==> src/spmf_pkg.sv <==
// ----------------------------------------------------------------------------
// Strict priority multi FIFO package
// Sizes, status and mode codes, and the structs passed between the node
// store, the level table and the sequencer.
// ----------------------------------------------------------------------------
package spmf_pkg;

	localparam int NUM_LEVELS = 32;
	localparam int NODE_COUNT = 256;
	localparam int TAG_BITS   = 16;

	localparam int LVL_W  = (NUM_LEVELS > 1) ? $clog2(NUM_LEVELS) : 1;
	localparam int NODE_W = $clog2(NODE_COUNT);
	localparam int CNT_W  = $clog2(NODE_COUNT + 1);

	localparam logic MODE_PUSH = 1'b0;
	localparam logic MODE_POP  = 1'b1;

	localparam logic [1:0] ST_PUSHED  = 2'd0;
	localparam logic [1:0] ST_DROPPED = 2'd1;
	localparam logic [1:0] ST_POPPED  = 2'd2;
	localparam logic [1:0] ST_EMPTY   = 2'd3;

	typedef struct packed {
		logic                pay_en;
		logic [NODE_W-1:0]   pay_addr;
		logic [TAG_BITS-1:0] pay_data;
		logic                link_en;
		logic [NODE_W-1:0]   link_addr;
		logic [NODE_W-1:0]   link_data;
	} mem_wr_t;

	typedef struct packed {
		logic              push;
		logic              pop;
		logic [LVL_W-1:0]  lvl;
		logic [NODE_W-1:0] node;
		logic [NODE_W-1:0] next;
	} lvl_upd_t;

	function automatic logic [NODE_W-1:0] next_node(input logic [NODE_W-1:0] n);
		logic [NODE_W-1:0] r;
		if (n == NODE_W'(NODE_COUNT - 1)) begin
			r = '0;
		end else begin
			r = n + 1'b1;
		end
		return r;
	endfunction

endpackage

==> src/spmf_level_tbl.sv <==
// ----------------------------------------------------------------------------
// Level table
// Head, tail and occupancy of each priority level, plus the most urgent
// occupied level.
// ----------------------------------------------------------------------------
module spmf_level_tbl (
	input  logic                        clk,
	input  logic                        arst_n,
	input  spmf_pkg::lvl_upd_t          upd,
	input  logic [spmf_pkg::LVL_W-1:0]  sel_lvl,
	output logic                        sel_ne,
	output logic [spmf_pkg::NODE_W-1:0] sel_tail,
	output logic                        any_ne,
	output logic [spmf_pkg::LVL_W-1:0]  pop_lvl,
	output logic [spmf_pkg::NODE_W-1:0] pop_head
);
	import spmf_pkg::*;

	logic [NODE_W-1:0]     head_q [NUM_LEVELS];
	logic [NODE_W-1:0]     tail_q [NUM_LEVELS];
	logic [NUM_LEVELS-1:0] ne_q;

	always_comb begin
		pop_lvl = '0;
		for (int i = NUM_LEVELS - 1; i >= 0; i--) begin
			if (ne_q[i]) begin
				pop_lvl = LVL_W'(i);
			end
		end
	end

	assign any_ne   = |ne_q;
	assign pop_head = head_q[pop_lvl];
	assign sel_ne   = ne_q[sel_lvl];
	assign sel_tail = tail_q[sel_lvl];

	always_ff @(posedge clk) begin
		if (upd.push) begin
			tail_q[upd.lvl] <= upd.node;
			if (!ne_q[upd.lvl]) begin
				head_q[upd.lvl] <= upd.node;
			end
		end else if (upd.pop && (tail_q[upd.lvl] != upd.node)) begin
			head_q[upd.lvl] <= upd.next;
		end
	end

	always_ff @(posedge clk or negedge arst_n) begin
		if (!arst_n) begin
			ne_q <= '0;
		end else if (upd.push) begin
			ne_q[upd.lvl] <= 1'b1;
		end else if (upd.pop && (tail_q[upd.lvl] == upd.node)) begin
			ne_q[upd.lvl] <= 1'b0;
		end
	end

endmodule

==> config.mk <==
export PLATFORM = sky130hd
export DESIGN_NAME = spmf_level_tbl
export DESIGN_NICKNAME = d
export VERILOG_FILES = /design/src/spmf_pkg.sv /design/src/spmf_level_tbl.sv
export SDC_FILE = /design/constraint.sdc
export NUM_CORES = 1
export LEC_CHECK = 0
export ABC_AREA = 1
export BUFFER_PORTS_ARGS = -buffer_cell sky130_fd_sc_hd__buf_2
export CAP_MARGIN = 40
export CELL_PAD_IN_SITES_DETAIL_PLACEMENT = 1
export CELL_PAD_IN_SITES_GLOBAL_PLACEMENT = 2
export CORE_MARGIN = 5
export CORE_UTILIZATION = 44
export CTS_BUF_LIST = sky130_fd_sc_hd__clkbuf_2
export DETAILED_ROUTE_END_ITERATION = 8
export MAX_ROUTING_LAYER = met4
export PLACE_DENSITY = 0.81
export SYNTH_ARGS = -nofsm -noshare
export SYNTH_HDL_FRONTEND = slang
export SYNTH_SLANG_ARGS = --single-unit
==> constraint.sdc <==
create_clock -name clk -period 4.2 [get_ports clk]
set_clock_uncertainty 0.05 [all_clocks]
set_input_delay 0.21 -clock clk [delete_from_list [all_inputs] [get_ports clk]]
set_output_delay 0.21 -clock clk [all_outputs]
set_load 0.005 [all_outputs]
Yosys cells after proc, flatten, opt, wreduce, memory -nomap -nowiden
Memory sizes are Yosys's and may differ from the RTL's.
Index checks and enable logic that the tools add are counted.
{"block": "word_totals", "input_bits": 30, "output_inout_bits": 23, "ramBits": 512, "wordCells": 66, "mem_count": 2, "register_bits": 32}
{"block": "classes", "n_bitwise": 4, "n_reduce_logical": 5, "muxes": 49, "n_lt_le_gt_ge": 3, "n_eq_ne": 2}
{"name": "head_q", "words": 32, "word_bits": 8, "read_ports": 1, "rd_clocked_by_memory_dff": 0, "wr": 1, "line": "spmf_level_tbl.sv:19", "text": "logic [NODE_W-1:0] head_q [NUM_LEVELS];"}
{"name": "tail_q", "words": 32, "word_bits": 8, "read_ports": 2, "rd_clocked_by_memory_dff": 0, "wr": 1, "line": "spmf_level_tbl.sv:20", "text": "logic [NODE_W-1:0] tail_q [NUM_LEVELS];"}
{"op": "2-to-1 mux 5 bit", "count": 32}
{"op": "2-to-1 mux 32 bit", "count": 2}
{"op": "bitwise AND 32 bit", "count": 1}
{"op": "NOT 32 bit", "count": 1}
{"op": "bitwise OR 32 bit", "count": 1}
{"op": "OR reduction 32 bit", "count": 1}
{"op": "< comparator 5 x 6 -> 1 bit (second input constant)", "count": 2}
{"op": "2-to-1 mux 1 bit", "count": 11}
{"op": "binary-select mux 1 bit (select 5 bit)", "count": 2}
{"op": "== test 8 bit", "count": 1}
{"op": "2-to-1 mux 8 bit", "count": 1}
{"op": "!= test 8 bit", "count": 1}
{"op": "demux 1 bit (select 5 bit)", "count": 1}
{"op": ">= comparator 5 x 1 -> 1 bit (second input constant)", "count": 1}
{"op": "logical AND 1 bit", "count": 3}
{"op": "nonzero test 2 bit", "count": 1}
{"op": "bitwise OR 1 bit", "count": 1}

Logic depth before layout (Yosys ltp)
An unclocked memory read counts as a cell.
{"block": "logic_depth", "word_depth": 33, "depth_mapped": 41}

Least setup slack after synthesis
OpenSTA, ideal clock, no wires.
{"block": "synth_timing", "path_kind": "input-to-reg", "start": "input port upd[17] in the netlist's numbering", "end": "memory head_q[12][0] in the netlist's numbering, enable pin", "path_stages": 15, "path_slack_ns": 1.068, "setup_ns": 0.370, "arrival_ns": 2.712, "path_cell_list": "nor2_1 > buf_2 > buf_2 > clkbuf_1 > a22oi_1 > a21oi_1 > nor4_1 > nand2_1 > xor2_1 > nor3_2 > nand4_1 > nand3_2 > o31a_2 > buf_4 > nor2_1"}
{"block": "synth_between", "elab_chain_len": 7}
{"element": "from (decl)", "line": "spmf_level_tbl.sv:9", "text": "input spmf_pkg::lvl_upd_t upd,"}
{"element": "memory (32 x 8 bit)"}
{"element": "!= test 8 bit", "line": "spmf_level_tbl.sv:43", "text": "end else if (upd.pop && (tail_q[upd.lvl] != upd.node)) begin"}
{"element": "logical AND 1 bit", "line": "spmf_level_tbl.sv:43"}
{"element": "2-to-1 mux 1 bit", "line": "spmf_level_tbl.sv:43"}
{"element": "2-to-1 mux 1 bit", "line": "spmf_level_tbl.sv:38", "text": "if (upd.push) begin"}
{"element": "2-to-1 mux 1 bit (not written as such)", "line": "spmf_level_tbl.sv:44", "text": "head_q[upd.lvl] <= upd.next;"}
{"element": "bitwise OR 1 bit (no source line)"}
{"element": "to (decl)", "line": "spmf_level_tbl.sv:19"}
Parallel ways exist; a longest one is shown, timed or not. The select of a mux whose other input is x is not followed.

==> flow_summary.json <==
{
  "avgSynthCellArea_um2": 10.4,
  "io_buffers": 52,
  "grt_pass1_vias": 22200,
  "antenna_left": 0,
  "die-area_mm2": 0.0631,
  "grt_max_degree": 135,
  "slew_headroom_pct": 38.3,
  "via_per_inst": 6.05,
  "final_nets": 2740,
  "slew_viol_final": 0,
  "overflow": 0,
  "final_area_mm2": 0.0305,
  "cp.arrival_ps": 4790,
  "hp-class": "in -> reg",
  "fin_crit_ps": 5050,
  "drt_first_pass_iters": 7,
  "cp_max_fo": 64,
  "cts_made_buffers": 139,
  "post-synth-top-area-fraction_pct": 60.1,
  "post-route-period-util_pct": 120,
  "power_density_mw_per_mm2": 451,
  "switching_share_pct": 34.7,
  "post_route_cells_drive_above_1_share_pct": 19.5,
  "fp.dieH_um": 251,
  "intPower_mw": 8.97,
  "netlist_instances": 2453,
  "htree_num_levels": 4,
  "cts_tree": "done",
  "worstMarginPinSlew_ps": 926,
  "status": "finished with violations",
  "vias": 21600,
  "grt.total_usage_pct": 31.3,
  "core_mm2": 0.0577,
  "ys.flop_type": "edfxtp_1",
  "synth.area.top_cells": "edfxtp_1 60%, nand3_1 5.9%, a22oi_1 4.0%",
  "routed_wl_mm": 98.9,
  "fin_ws_ps": -855,
  "dp_hpwl_mm": 62.9,
  "rrSetupSlack_ps": 170,
  "rows": 88,
  "ioPinCount": 53,
  "synth_most_common_cell": "edfxtp_1",
  "vdd_drop_max_v": 0.000300,
  "crit_required_ps": 3940,
  "maxClockFrequency_ghz": 0.198,
  "yosys.area.top_type": "edfxtp_1",
  "synthArstFlopShare_pct": 5.88,
  "grt_pass1_wl_mm": 144,
  "grt_antenna_before_repair": 4,
  "die_w_um": 251,
  "finalHoldViolations": 0,
  "mappedNetlistArea_mm2": 0.0256,
  "clkPwrFrac_pct": 28.2,
  "synth_edf_count": 512,
  "remaining_drc_errors": 0,
  "synthDistinctLibCells": 38,
  "syn2layout_area_growth_pct": 19.0,
  "synth_seq_area_share_pct": 63.2,
  "cts.clk_slew.worst_paths_ps": 110,
  "placed_cell_area_mm2": 0.0276,
  "rsz0062_at_grt": "true",
  "violations": "negative setup slack",
  "wire_per_inst_um": 27.6,
  "finalSetupTns_ps": -6380,
  "final_util_pct": 52.8,
  "syn_nets": 2483,
  "power_mw": 13.7,
  "synth_seq_cells": 544,
  "power_leakage_nw": 11.6,
  "path_class": "reg -> out",
  "clk-insertion-delay-late_ps": 1350,
  "clock-root-buffer": "clkbuf_2",
  "crit_path_start_kind": "flop",
  "synth_warnings": 0,
  "clkSinkCount": 544,
  "drt_iter0_drc": 2192,
  "critPathCaptureType": "output pin",
  "cts_buffer_depth": 3,
  "sequentialPowerShare_pct": 45.0,
  "power.switching_mw": 4.77,
  "n_fill_cell": 6331,
  "gp_congestion": 0.954,
  "max-cap-violations": 0,
  "combPwrFrac_pct": 26.7,
  "initial_core_util_pct": 44.4,
  "setup_viol": 9,
  "synth_commonest_cells": "512 x edfxtp_1, 301 x nand3_1, 263 x inv_1, 245 x nand2_1, 240 x nor2_1"
}
-- timing repair --
action	in CTS	in global routing
pin swaps	27	26
endpoints found under the setup margin	9	71
gates resized for setup	78	49
cloned	9	6
hold buffers	52	0
buffers inserted	8	5
endpoints found under the hold margin	1064	0
-- worst max-delay path, cell delays in order, from the launching register on --
cell and delay [ps]:
dfrtp_1 400, buf_4 140, buf_4 130, nor2_1 110, inv_1 70, a311oi_1 290, o311ai_0 170, nand3_1 110
nand3_1 80, nand3_1 80, nand3_1 70, nand3_1 70, nand2_1 50, nand2_1 70, nand2_1 50, nand2_1 80
nand3_1 90, nand3_2 140, buf_12 350, nand3_1 160, nand3_2 130, nand3_2 130, nand2_2 140, nand2_2 80
nand2_2 100, buf_2 120
-- final timing paths --
check | start | endpoint | depth (start not counted)
worst max-delay path | flop | pop_head[1] | 25
worst min-delay path | upd[16] | flop | 7
worst max register to register | tail_q[3][6] | head_q[28][3] | 14
worst min register to register | flop | flop | 2
max in group asynchronous | arst_n | asynchronous set/reset pin | 5
min in group asynchronous | arst_n | asynchronous set/reset pin | 5
-- cell type report --
cell class / instances / area [um2] / area share (%)
inverter: 270 / 1030 / 3.38
clock inverter: 56 / 407 / 1.33
timing repair buffer: 290 / 2810 / 9.22
antenna: 3 / 7.51 / 0.0246
tap: 765 / 957 / 3.14
multi-input combinational: 1465 / 8170 / 26.8
clock buffer: 184 / 921 / 3.02
sequential: 544 / 16200 / 53.1
-- routing by layer --
metal / up-vias / GRT usage, % / part of all wire, %
met5: - / - / 0
met4: 0 / 13.2 / 4.6
met3: 254 / 6.38 / 7.6
met2: 1111 / 52.3 / 50
met1: 10900 / 37.2 / 38
li1: 9399 / - / -
-- cells by family (layout without fill, tap and decap cells) --
family          Yosys count  in the layout  share of synthesized area [%]
buf+inv                 445            800                           6.80
flops                   544            544                           63.2
xor+xnor                  8              8                          0.274
simple gates            905            906                           16.3
compound gates          543            543                           13.0
mux                       8              8                          0.352
other cells               0              3                              0
-- placed cells by master (no fill, tap or decap), types with 20 or more instances in the layout --
cell,n
nand3_1,246
a21oi_1,100
dfrtp_1,32
a22oi_1,137
nand3b_1,80
dlygate4sd3_1,51
nor2_1,238
buf_4,144
o221ai_1,47
nand2_1,219
nand2_2,23
o21ai_0,145
o21ai_1,65
clkinv_1,38
edfxtp_1,512
buf_2,50
o22ai_1,20
clkbuf_2,184
inv_1,256
nand3_2,49
-- metrics by stage --
step | hold WS (ps) | std cells | setup WS, ps
6_report | 224 | 3577 | -855
5_1_grt | 174 | 3577 | -1240
4_1_cts | 95.4 | 3563 | -792
3_5_place_dp | 291 | 3254 | 269
3_3_place_gp | 298 | 3240 | 323
2_1_floorplan | -136 | 2453 | 1070
-- power groups by stage --
stage / sequential (mW) / clock, mW / combinational [mW]
2_1_floorplan: 6.27 / 0 / 1.71
3_3_place_gp: 6.30 / 0 / 2.76
3_5_place_dp: 6.31 / 0 / 2.83
4_1_cts: 6.18 / 3.94 / 3.37
5_1_grt: 6.20 / 4.28 / 3.93
6_report: 6.19 / 3.88 / 3.68
-- registers in the layout, summed over array words and instances (netlist names), named ones only --
register and flops:
tail_q 256, head_q 256
Power figures use the tool's default switching activity.
